## src/rtl/rcfd_pkg.sv

```systemverilog
package rcfd_pkg;

  localparam int unsigned FRAME_LEN = 18;
  localparam int unsigned CNT_W     = 5;
  localparam int unsigned CHAN_W    = 11;
  localparam int unsigned SW_W      = 2;
  localparam int unsigned ADDR_W    = 4;
  localparam int unsigned DATA_W    = 32;

  localparam logic [CNT_W-1:0]  CNT_MAX       = 5'd31;
  localparam logic [CNT_W-1:0]  LAST_POS      = 5'(FRAME_LEN - 1);
  localparam logic [CHAN_W-1:0] MIN_RESET     = 11'd364;
  localparam logic [CHAN_W-1:0] MAX_RESET     = 11'd1684;
  localparam logic [CHAN_W-1:0] CENTER_RESET  = 11'd1024;
  localparam logic [SW_W-1:0]   SW_INVALID    = 2'd0;

  // register indexes (paddr[3:2])
  localparam logic [1:0] REG_MIN    = 2'd0;
  localparam logic [1:0] REG_MAX    = 2'd1;
  localparam logic [1:0] REG_CENTER = 2'd2;

  typedef enum logic [1:0] {
    STAT_OK  = 2'd0,
    STAT_LEN = 2'd1,
    STAT_SW  = 2'd2
  } frame_status_t;

  typedef struct packed {
    logic [7:0] rx_byte;
    logic       frame_end;
  } in_item_t;

  typedef struct packed {
    logic [CHAN_W-1:0] chan0;
    logic [CHAN_W-1:0] chan1;
    logic [CHAN_W-1:0] chan2;
    logic [CHAN_W-1:0] chan3;
    logic [CHAN_W-1:0] chan4;
    logic [SW_W-1:0]   switch_a;
    logic [SW_W-1:0]   switch_b;
    logic [1:0]        frame_status;
  } out_item_t;

endpackage

```

## src/rtl/rc_receiver_frame_decode.sv

```systemverilog
// An accepted frame-end byte loads its result into the output register, or into
//   the skid register while the output is stalled. Other bytes give no result.
// Throughput: one byte per cycle unless stalled; the output and one skid register
//   keep the input open while a result waits; in_stall rises only with both full.
// Reset (rst_n low, synchronous): byte count and valid flags clear, limits return
//   to 364/1684, held channels to 1024 and held switches to 0. No clearing pass.
module rc_receiver_frame_decode (
  input  logic                      clk,
  input  logic                      rst_n,
  input  logic                      in_valid,
  output logic                      in_stall,
  input  rcfd_pkg::in_item_t        in_data,
  output logic                      out_valid,
  input  logic                      out_stall,
  output rcfd_pkg::out_item_t       out_data,
  input  logic                      psel,
  input  logic                      penable,
  input  logic                      pwrite,
  input  logic [rcfd_pkg::ADDR_W-1:0] paddr,
  input  logic [rcfd_pkg::DATA_W-1:0] pwdata,
  output logic [rcfd_pkg::DATA_W-1:0] prdata,
  output logic                      pready
);
  import rcfd_pkg::*;

  // ---------------------------------------------------------------------------
  // Configuration registers
  // ---------------------------------------------------------------------------
  logic [CHAN_W-1:0] chan_min_r;
  logic [CHAN_W-1:0] chan_max_r;
  logic [CHAN_W-1:0] chan_center_r;
  logic              cfg_wr;
  logic [1:0]        cfg_idx;

  assign pready  = 1'b1;
  assign cfg_idx = paddr[3:2];
  assign cfg_wr  = psel && penable && pwrite && pready;

  always_ff @(posedge clk) begin
    if (!rst_n) begin
      chan_min_r    <= MIN_RESET;
      chan_max_r    <= MAX_RESET;
      chan_center_r <= CENTER_RESET;
    end else if (cfg_wr) begin
      unique case (cfg_idx)
        REG_MIN:    chan_min_r    <= pwdata[CHAN_W-1:0];
        REG_MAX:    chan_max_r    <= pwdata[CHAN_W-1:0];
        REG_CENTER: chan_center_r <= pwdata[CHAN_W-1:0];
        default: ;  // no register here: drop the write
      endcase
    end
  end

  always_comb begin
    unique case (cfg_idx)
      REG_MIN:    prdata = DATA_W'(chan_min_r);
      REG_MAX:    prdata = DATA_W'(chan_max_r);
      REG_CENTER: prdata = DATA_W'(chan_center_r);
      default:    prdata = '0;
    endcase
  end

  // ---------------------------------------------------------------------------
  // Handshake: output register with one skid register behind it. The input
  // only stalls when the skid holds a result, which implies the output is full.
  // ---------------------------------------------------------------------------
  logic      in_acc;
  logic      out_free;
  logic      produce;
  logic      out_valid_r, out_valid_nxt;
  logic      skid_valid_r, skid_valid_nxt;
  out_item_t out_data_r;
  out_item_t skid_data_r;
  out_item_t result;

  assign in_stall  = skid_valid_r;
  assign in_acc    = in_valid && !in_stall;
  assign produce   = in_acc && in_data.frame_end;
  assign out_free  = !out_valid_r || !out_stall;
  assign out_valid = out_valid_r;
  assign out_data  = out_data_r;

  // ---------------------------------------------------------------------------
  // Frame store and byte count
  // ---------------------------------------------------------------------------
  logic [CNT_W-1:0] byte_cnt_r, byte_cnt_nxt;
  logic [7:0]       frame_r [FRAME_LEN];

  always_comb begin
    if (in_data.frame_end) begin
      byte_cnt_nxt = '0;
    end else if (byte_cnt_r == CNT_MAX) begin
      byte_cnt_nxt = byte_cnt_r;  // saturate on over-long frames
    end else begin
      byte_cnt_nxt = byte_cnt_r + 1'b1;
    end
  end

  always_ff @(posedge clk) begin
    if (!rst_n) begin
      byte_cnt_r <= '0;
    end else if (in_acc) begin
      byte_cnt_r <= byte_cnt_nxt;
    end
  end

  // Bytes beyond the frame length are dropped; no reset on the payload store.
  always_ff @(posedge clk) begin
    if (in_acc && (byte_cnt_r < CNT_W'(FRAME_LEN))) begin
      frame_r[byte_cnt_r] <= in_data.rx_byte;
    end
  end

  // ---------------------------------------------------------------------------
  // Decode. The last byte of a good frame is the one on the input now, so
  // byte 17 is taken from the input rather than the store.
  // ---------------------------------------------------------------------------
  function automatic logic [CHAN_W-1:0] clamp_chan(input logic [CHAN_W-1:0] v,
                                                   input logic [CHAN_W-1:0] lo,
                                                   input logic [CHAN_W-1:0] hi);
    logic [CHAN_W-1:0] r;
    if (v < lo) begin
      r = lo;
    end else if (v > hi) begin
      r = hi;
    end else begin
      r = v;
    end
    return r;
  endfunction

  logic [7:0]        last_byte;
  logic [SW_W-1:0]   sw_a, sw_b;
  logic              len_ok, sw_ok, frame_ok;
  logic [CHAN_W-1:0] raw [5];
  logic [CHAN_W-1:0] held_r [5];
  logic [CHAN_W-1:0] held_nxt [5];
  logic [SW_W-1:0]   sw_a_r, sw_a_nxt;
  logic [SW_W-1:0]   sw_b_r, sw_b_nxt;
  frame_status_t     status;

  assign last_byte = in_data.rx_byte;
  assign sw_a      = frame_r[5][7:6];
  assign sw_b      = frame_r[5][5:4];
  assign len_ok    = (byte_cnt_r == LAST_POS);
  assign sw_ok     = (sw_a != SW_INVALID) && (sw_b != SW_INVALID);
  assign frame_ok  = len_ok && sw_ok;

  // Unpack the 11-bit little-endian bit fields.
  assign raw[0] = {frame_r[1][2:0], frame_r[0]};
  assign raw[1] = {frame_r[2][5:0], frame_r[1][7:3]};
  assign raw[2] = {frame_r[4][0],   frame_r[3], frame_r[2][7:6]};
  assign raw[3] = {frame_r[5][3:0], frame_r[4][7:1]};
  assign raw[4] = {last_byte[2:0],  frame_r[16]};

  always_comb begin
    // Length error takes precedence over a bad switch code.
    if (!len_ok) begin
      status = STAT_LEN;
    end else if (!sw_ok) begin
      status = STAT_SW;
    end else begin
      status = STAT_OK;
    end
  end

  // Replace held values only on a good frame; otherwise hold them.
  always_comb begin
    for (int i = 0; i < 5; i++) begin
      held_nxt[i] = frame_ok ? clamp_chan(raw[i], chan_min_r, chan_max_r) : held_r[i];
    end
    sw_a_nxt = frame_ok ? sw_a : sw_a_r;
    sw_b_nxt = frame_ok ? sw_b : sw_b_r;
  end

  always_ff @(posedge clk) begin
    if (!rst_n) begin
      for (int i = 0; i < 5; i++) begin
        held_r[i] <= CENTER_RESET;
      end
      sw_a_r <= '0;
      sw_b_r <= '0;
    end else if (produce) begin
      for (int i = 0; i < 5; i++) begin
        held_r[i] <= held_nxt[i];
      end
      sw_a_r <= sw_a_nxt;
      sw_b_r <= sw_b_nxt;
    end
  end

  always_comb begin
    result.chan0        = held_nxt[0];
    result.chan1        = held_nxt[1];
    result.chan2        = held_nxt[2];
    result.chan3        = held_nxt[3];
    result.chan4        = held_nxt[4];
    result.switch_a     = sw_a_nxt;
    result.switch_b     = sw_b_nxt;
    result.frame_status = status;
  end

  // ---------------------------------------------------------------------------
  // Result register and skid
  // ---------------------------------------------------------------------------
  always_comb begin
    out_valid_nxt  = out_valid_r;
    skid_valid_nxt = skid_valid_r;
    if (out_free) begin
      // Output empties or stays empty: refill from the skid first, else new.
      out_valid_nxt  = skid_valid_r || produce;
      skid_valid_nxt = 1'b0;
    end else if (produce) begin
      skid_valid_nxt = 1'b1;
    end
  end

  always_ff @(posedge clk) begin
    if (!rst_n) begin
      out_valid_r  <= 1'b0;
      skid_valid_r <= 1'b0;
    end else begin
      out_valid_r  <= out_valid_nxt;
      skid_valid_r <= skid_valid_nxt;
    end
  end

  always_ff @(posedge clk) begin
    if (out_free) begin
      if (skid_valid_r) begin
        out_data_r <= skid_data_r;
      end else if (produce) begin
        out_data_r <= result;
      end
    end else if (produce) begin
      skid_data_r <= result;
    end
  end

endmodule

```

## config.mk

```make
export PLATFORM = sky130hd
export DESIGN_NAME = rc_receiver_frame_decode
export DESIGN_NICKNAME = d
export VERILOG_FILES = /design/src/rtl/rcfd_pkg.sv /design/src/rtl/rc_receiver_frame_decode.sv
export SDC_FILE = /design/constraint.sdc
export NUM_CORES = 1
export LEC_CHECK = 0
export BUFFER_PORTS_ARGS = -buffer_cell sky130_fd_sc_hd__buf_2
export CORE_MARGIN = 1.5
export CORE_UTILIZATION = 40
export DETAILED_ROUTE_END_ITERATION = 7
export GPL_TIMING_DRIVEN = 0
export PLACE_DENSITY = 0.6
export SLEW_MARGIN = 10
export SYNTH_ARGS = -nofsm -noshare
export SYNTH_HDL_FRONTEND = slang
export SYNTH_SLANG_ARGS = --single-unit
```

## constraint.sdc

```tcl
create_clock -name clk -period 4.4 [get_ports clk]
set_clock_uncertainty 0.1 [all_clocks]
set_input_delay 0.44 -clock clk [delete_from_list [all_inputs] [get_ports clk]]
set_output_delay 0.44 -clock clk [all_outputs]
set_load 0.03 [all_outputs]
```

==> results of run 1 <==
synthesized netlist by cell type, drive strengths merged, types with 17 or more instances:
cell / instances / share of area
a311oi: 20 / 0.011
edfxtp: 233 / 0.45
dfxtp: 44 / 0.056
nand2: 199 / 0.048
a211oi: 34 / 0.020
o221a: 20 / 0.020
clkbuf: 73 / 0.018
nand4: 17 / 0.0068
nor2: 141 / 0.034
o21ai: 64 / 0.021
a21boi: 42 / 0.020
o31ai: 81 / 0.039
buf: 53 / 0.022
o32ai: 40 / 0.027
ha: 110 / 0.088
a21oi: 96 / 0.031
inv: 54 / 0.013
how the worst max path moves through the flow:
stage / start / slack [ns] / cells after the start / to
after floorplan: in_stall / 0.45 / 3 / skid_data_r[0]
after global placement: in_valid / -1.57 / 4 / skid_data_r[8]
after detailed placement: chan_min_r[1] / 0.43 / 9 / out_data[16]
after CTS: chan_min_r[7] / 0.43 / 9 / out_data[16]
after global routing: chan_min_r[7] / 0.34 / 9 / out_data[16]
final: chan_min_r[7] / 0.39 / 9 / out_data[16]
power by group through the flow:
stage | logic, mW | registers [mW] | clock network (mW)
6_report | 0.614 | 2.97 | 2.58
5_1_grt | 0.668 | 2.97 | 2.70
4_1_cts | 0.612 | 2.97 | 2.61
3_5_place_dp | 0.610 | 3.02 | 0
3_3_place_gp | 0.584 | 3.03 | 0
2_1_floorplan | 0.368 | 3.07 | 0
state kept, by name (all words and copies together), names as in the netlist:
register and count:
skid_data_r 61, chan_max_r 11, byte_cnt_r 5, sw_b_r 2, out_valid 1, in_stall 1, out_data 61, frame_r 56
chan_min_r 11, held_r 55, chan_center_r 11, sw_a_r 2
worst max-delay path, stage by stage, from the launching register on:
cell      delay [ns]
dfxtp_1         0.31
clkbuf_1        0.70
inv_1           0.38
ha_1            0.42
nand3_1         0.09
or4_1           0.54
a21oi_2         0.26
buf_6           0.21
mux2i_1         0.57
a21oi_1         0.15
per-stage QoR:
| stage | setup WS (ns) | hold WS [ns] |
|---|---|---|
| 6_report | 0.387 | 0.0319 |
| 5_1_grt | 0.342 | 0.0386 |
| 4_1_cts | 0.433 | 0.0150 |
| 3_5_place_dp | 0.426 | 0.360 |
| 3_3_place_gp | -1.57 | 0.353 |
| 2_1_floorplan | 0.455 | 0.340 |
layout make-up:
class	instances	area share
Multi-Input combinational cell	1045	0.393
Clock inverter	19	0.00978
Timing Repair Buffer	106	0.0341
Tap cell	518	0.0359
Sequential cell	277	0.437
Buffer	126	0.0344
Inverter	54	0.0112
Clock buffer	37	0.0454
cells by family (layout without fill, tap and decap cells):
logic type / Yosys count / in the layout / synth area share
AOI/OAI and AO/OA: 455 / 455 / 0.220
xor gates and xnor gates: 1 / 1 / 0.000559
adders and majority gates: 110 / 110 / 0.0878
buffers and inverters: 180 / 342 / 0.0525
DFF: 277 / 277 / 0.503
muxes: 24 / 24 / 0.0161
other: 2 / 22 / 0.000479
and+or+nand+nor: 433 / 433 / 0.120
routing by layer:
layer | track usage | vias up | part of all wire
li1 | - | 5910 | -
met1 | 0.332 | 6164 | 0.45
met2 | 0.376 | 477 | 0.46
met3 | 0.0235 | 70 | 0.066
met4 | 0.0779 | 0 | 0.032
met5 | 0 | - | 0
==> flow_summary.toml, run 1 <==
[status]
status = "finished clean"

[setup_path]
crit_path_start_kind = "flip-flop"
reg2reg_depth = 9
r2r_slack_ns = 0.39
reg2reg_from = "chan_min_r[7]"
reg2reg_to = "out_data[16]"
path_max_fanout = 10
worstPathArrival_ns = 4.22
crit_type = "reg -> reg"
end_kind = "flip-flop"
cp_data_required_time_ns = 4.60

[min_path]
hp-class = "in -> reg"
whs_path_depth = 3
min_from = "pwdata[3]"
hold_end = "chan_min_r[3]"

[floorplanning]
core_region_area_um2 = 38600
dieArea_um2 = 40400
fp.dieH_um = 201
pin_count = 148
placementRows = 72
start_util = 0.405
dieWidth_um = 201

[pwr]
power.net_switching_mw = 1.54
fin_total_pwr_mw = 6.16
clkPwrFrac = 0.418
p_leak_nw = 6.92
intPower_mw = 4.62
comb_power_share = 0.100
irDropWorstVdd_mv = 0.232
p_seq_frac = 0.482
swShare = 0.250
pwr_density_cell_nw_per_um2 = 341

[yosys]
synth_seq_area_share = 0.503
synth_flop_cell = "edfxtp_1"
synthCells = 1482
synth_edf_count = 233
ys_types = 64
ys_warn_count = 0
synth_seq_cells = 277
async_reset_ff_frac = 0
synth_area_um2 = 15700
syn_area_per_cell_um2 = 10.6

[sta]
fmax_ghz = 0.249
setup_violations = 0
worst_slew_pin_slew_ns = 0.956
fin_crit_ns = 4.01
drv_slew = 0
finalSetupTns_ns = 0
fin_crit_sh = 0.912
relSlewSlack = 0.362
rsz0062_at_grt = "no"
finalHoldViolations = 0

[place]
port_buffers = 100
gp_congestion = 0.947
dp_hpwl_mm = 35.7
place_inst = 2126
placed_cell_area_um2 = 17000

[finish]
design_area_um2 = 18000
regArea_um2 = 7880
diodes = 0
n_fill_cell = 3661
areaGrowthSynthToFinish_pct = 15.1
drive_gt1_frac = 0.167
nets = 1802
final_common_cell = "edfxtp_1"
final_core_util = 0.467
most-common-layout-cells = "233 x edfxtp_1, 197 x nand2_1, 140 x nor2_1"
layout.cells.non_filler = 2182
multi_input_area_um2 = 7080

[detailed_routing]
routed_wl_mm = 47.9
vias_per_cell = 5.78
route.detailed.drc = 0
dr.pass1.iters = 6
postRouteAntennaNets = 0
first_iter_violations = 1377
wire_per_inst_um = 21.9
vias = 12600

[clocking]
htree_num_levels = 1
clk_pin_slew_worst_paths_ns = 0.06
clockRootBuffer = "clkbuf_16"
cts_buffer_depth = 3
clkSinkCount = 277
post-cts-setup-buffer-count = 0
clk_latency_ns = 0.58
ctsResizeCount = 0
cts_tree = "built"
cts_hold_buf = 0
numCtsBuffers = 30

[global_route]
grt_max_degree = 53
grt_use_total = 0.234
grt_pass1_wl_mm = 72.6
overflow = 0
grt_pass1_vias = 11900
antenna_found_initial = 0

[job]
maxCapViolCount = 0
No activity file was read; power rests on OpenSTA's default activity.
==> inputs of run 2 (changes only) <==
CORE_UTILIZATION = 54   (was 40)
PLACE_DENSITY = 0.77   (was 0.6)
==> flow_summary.toml, run 2 (synthesis results as in run 1) <==
[sta]
relSlewSlack = 0.370
fmax_ghz = 0.256
drv_slew = 0
fin_crit_ns = 3.91
fin_crit_sh = 0.888
rsz0062_at_grt = "no"
finalHoldViolations = 0
worst_slew_pin_slew_ns = 0.945
timing.hold.ws_ns = 0.0393
setup_violations = 0
finalSetupTns_ns = 0
setup_ws_ns = 0.493

[clocking]
cts_buffer_depth = 3
clk_latency_ns = 0.56
clkSinkCount = 277
cts_hold_buf = 0
clk_pin_slew_worst_paths_ns = 0.06
clockRootBuffer = "clkbuf_16"
numCtsBuffers = 29
htree_num_levels = 1
ctsResizeCount = 0
cts_tree = "built"
post-cts-setup-buffer-count = 0

[place]
gp_congestion = 0.976
dp_hpwl_mm = 33.7
place_inst = 1992
port_buffers = 100
pre_cts_slack_ns = 0.567

[pwr]
comb_power_share = 0.100
intPower_mw = 4.62
p_seq_frac = 0.485
fin_total_pwr_mw = 6.12
p_leak_nw = 6.91
clkPwrFrac = 0.414
power.net_switching_mw = 1.49
pwr_density_cell_nw_per_um2 = 343
irDropWorstVdd_mv = 0.261
swShare = 0.244

[setup_path]
r2r_slack_ns = 0.49
worstPathArrival_ns = 4.09
reg2reg_from = "chan_min_r[1]"
crit_path_start_kind = "flip-flop"
crit_type = "reg -> reg"
reg2reg_depth = 9
path_max_fanout = 10
end_kind = "flip-flop"
reg2reg_to = "out_data[16]"
cp_data_required_time_ns = 4.58

[global_route]
grt_use_total = 0.301
antenna_found_initial = 0
grt_pass1_wl_mm = 69.4
grt_max_degree = 56
overflow = 0
grt_pass1_vias = 12000

[job]
maxCapViolCount = 0

[floorplanning]
placementRows = 62
start_util = 0.547
dieWidth_um = 173
pin_count = 148
dieArea_um2 = 30100
fp.dieH_um = 173
core_region_area_um2 = 28600

[detailed_routing]
vias = 12800
wire_per_inst_um = 22.6
first_iter_violations = 1474
dr.pass1.iters = 5
route.detailed.drc = 0
vias_per_cell = 6.25
postRouteAntennaNets = 0
routed_wl_mm = 46.1

[finish]
areaGrowthSynthToFinish_pct = 13.9
diodes = 0
n_fill_cell = 2312
drive_gt1_frac = 0.166
most-common-layout-cells = "233 x edfxtp_1, 197 x nand2_1, 140 x nor2_1"
nets = 1801
layout.cells.non_filler = 2045
final_common_cell = "edfxtp_1"

[min_path]
hold_end = "chan_center_r[10]"
min_from = "pwdata[10]"
whs_path_depth = 3
hp-class = "in -> reg"

[status]
status = "finished clean"
-- run 2: changes by cell type in the layout (fill, tap and decap cells not counted), moves of 2 or more --
cell       previous run  this run
inv_6                 2         0
clkbuf_16            31        29
bufinv_16             3         5
clkinv_2              6         8
clkbuf_8              2         0
-- run 2: worst max-delay path, cell delays in order, from the launching register on --
cell	delay (ns)
dfxtp_1	0.30
clkbuf_1	0.70
inv_1	0.39
ha_1	0.40
a211oi_1	0.06
or4_1	0.52
a21oi_2	0.27
buf_6	0.21
mux2i_1	0.54
a21oi_1	0.15
-- run 2: area by class of cell --
type / instances / area (µm²) / share of cell area
timing repair buffer: 106 / 623 / 0.0349
buffer: 126 / 621 / 0.0348
clock buffer: 32 / 737 / 0.0413
multi-input combinational: 1045 / 7080 / 0.397
sequential: 277 / 7880 / 0.441
inverter: 54 / 203 / 0.0114
tap: 384 / 480 / 0.0269
clock inverter: 21 / 231 / 0.0130
-- run 2: power groups by stage --
stage | Clock, mW | Sequential (mW) | Combinational (mW)
6_report | 2.53 | 2.97 | 0.613
5_1_grt | 2.65 | 2.97 | 0.661
4_1_cts | 2.53 | 2.97 | 0.605
3_5_place_dp | 0 | 3.02 | 0.602
3_3_place_gp | 0 | 3.03 | 0.572
2_1_floorplan | 0 | 3.07 | 0.368
-- run 2: routing by layer --
metal | GRT usage | routed length [µm]
met5 | 0 | 0
met2 | 0.476 | 21100
met4 | 0.117 | 1750
met1 | 0.414 | 19300
met3 | 0.0531 | 4060
-- run 2: worst max-delay path by stage --
stage,start,endpoint,slack [ns]
floorplan,in_stall,skid_data_r[0],0.45
global placement,in_valid,skid_data_r[9],-1.38
detailed placement,chan_min_r[1],out_data[16],0.57
CTS,chan_min_r[1],out_data[16],0.52
global route,chan_min_r[1],skid_data_r[16],0.42
finish,chan_min_r[1],out_data[16],0.49
-- run 2: metrics by stage --
stage | util | area [µm²]
floorplan | - | 15700
detailed placement | 0.590 | 16900
global placement | 0.584 | 16700
global route | 0.624 | 17900
finish | 0.624 | 17900
CTS | 0.624 | 17900
==> inputs of run 3 (changes only) <==
BUFFER_PORTS_ARGS = -buffer_cell sky130_fd_sc_hd__clkbuf_2   (was -buffer_cell sky130_fd_sc_hd__buf_2)
==> flow_summary.toml, run 3 (synthesis results as in run 1) <==
[global_route]
grtUsageMet1 = 0.418
grt_pass1_wl_mm = 68.4
grt_max_degree = 57
use_met2 = 0.461
antenna_found_initial = 1
top_usage_layer = "met2"
grtUsageMet3 = 0.0450
grt_pass1_vias = 11800
overflow = 0
grt_use_total = 0.295

[finish]
nets = 1799
n_fill_cell = 2310
final_common_cell = "edfxtp_1"
layout.cells.non_filler = 2043
design_area_um2 = 17800
areaGrowthSynthToFinish_pct = 13.7
diodes = 0
drive_gt1_frac = 0.166
most-common-layout-cells = "233 x edfxtp_1, 197 x nand2_1, 140 x nor2_1"

[setup_path]
crit_type = "reg -> reg"
endpoint = "held_r[0][54]"
reg2reg_to = "held_r[0][54]"
path_max_fanout = 10
reg2reg_from = "chan_min_r[1]"
r2r_slack_ns = 0.37
worstPathArrival_ns = 4.20
startpoint = "chan_min_r[1]"
reg2reg_depth = 9
cp_data_required_time_ns = 4.57
crit_path_start_kind = "flip-flop"
end_kind = "flip-flop"

[detailed_routing]
first_iter_violations = 1661
vias = 12800
postRouteAntennaNets = 0
route.detailed.drc = 0
wire_per_inst_um = 22.0
routed_wl_mm = 45.0
vias_per_cell = 6.25
dr.pass1.iters = 7

[clocking]
clkSinkCount = 277
post-cts-setup-buffer-count = 0
htree_num_levels = 1
numCtsBuffers = 28
clk_pin_slew_worst_paths_ns = 0.06
clk_latency_ns = 0.56
clockRootBuffer = "clkbuf_16"
cts_hold_buf = 0
ctsResizeCount = 0
cts_tree = "built"
cts_buffer_depth = 3

[pwr]
p_leak_nw = 6.91
pwr_density_cell_nw_per_um2 = 338
p_seq_frac = 0.493
swShare = 0.242
comb_power_share = 0.101
clkPwrFrac = 0.406
irDropWorstVdd_mv = 0.270
power.net_switching_mw = 1.46
intPower_mw = 4.57

[floorplanning]
pin_count = 148
placementRows = 62
dieWidth_um = 173
fp.dieH_um = 173
start_util = 0.547
core_region_area_um2 = 28600
dieArea_um2 = 30100

[sta]
fin_crit_ns = 4.03
finalHoldViolations = 0
rsz0062_at_grt = "no"
drv_slew = 0
fin_crit_sh = 0.915
worst_slew_pin_slew_ns = 1.04
setup_violations = 0
relSlewSlack = 0.305
fmax_ghz = 0.248

[place]
place_inst = 1991
port_buffers = 100
dp_hpwl_mm = 33.2
placed_cell_area_um2 = 16900
gp_congestion = 0.979

[status]
status = "finished clean"

[job]
maxCapViolCount = 0

[min_path]
hp-class = "in -> reg"
-- run 3: worst min-delay path by stage --
stage	from	endpoint	slack (ns)	cells past startpoint
after floorplan	chan_center_r[10]	chan_center_r[10]	0.34	2
after global placement	chan_center_r[3]	chan_center_r[3]	0.35	2
after detailed placement	chan_center_r[1]	chan_center_r[1]	0.36	2
after CTS	pwdata[10]	chan_center_r[10]	0.02	3
after global routing	pwdata[7]	chan_center_r[7]	0.06	3
final	pwdata[10]	chan_center_r[10]	0.03	3
-- run 3: power groups by stage --
| stage | registers (mW) | clock network (mW) | logic, mW |
|---|---|---|---|
| after floorplan | 3.07 | 0 | 0.368 |
| after global placement | 3.03 | 0 | 0.573 |
| after detailed placement | 3.02 | 0 | 0.596 |
| after CTS | 2.97 | 2.46 | 0.600 |
| after global routing | 2.97 | 2.56 | 0.655 |
| final | 2.97 | 2.45 | 0.609 |
-- run 3: through the flow --
stage	hold WS, ns	util	setup slack (ns)	total power, mW	TNS (ns)
6_report	0.0344	0.623	0.373	6.03	0
5_1_grt	0.0591	0.623	0.382	6.19	0
4_1_cts	0.0236	0.623	0.485	6.02	0
3_5_place_dp	0.359	0.589	0.492	3.62	0
3_3_place_gp	0.353	0.584	-1.32	3.60	-80.33
2_1_floorplan	0.340	-	0.455	3.44	0
-- run 3: critical path, cell delays in order (launching register included) --
cell      delay, ns
dfxtp_1        0.31
clkbuf_1       0.77
inv_1          0.45
ha_1           0.42
a211oi_1       0.06
or4_1          0.52
a21oi_2        0.25
buf_6          0.20
mux2i_1        0.51
o211ai_1       0.16
-- run 3: cell type report --
cell class,count,area [µm²],share of cell area
flip-flops and latches,277,7880,0.442
multi-input cells,1045,7080,0.397
clock buffers,41,878,0.0493
plain buffers,126,621,0.0348
repair buffers,105,596,0.0334
well taps,384,480,0.0270
inverters,54,203,0.0114
clock inverters,11,82.6,0.00463
-- run 3: per-layer routing --
layer  vias up  routed length, µm  part of all wire
met2       730              20200              0.45
met4         2               1750             0.039
met5         -                 18           0.00040
li1       5894                  -                 -
met1      6006              18500              0.41
met3       128               4530              0.10
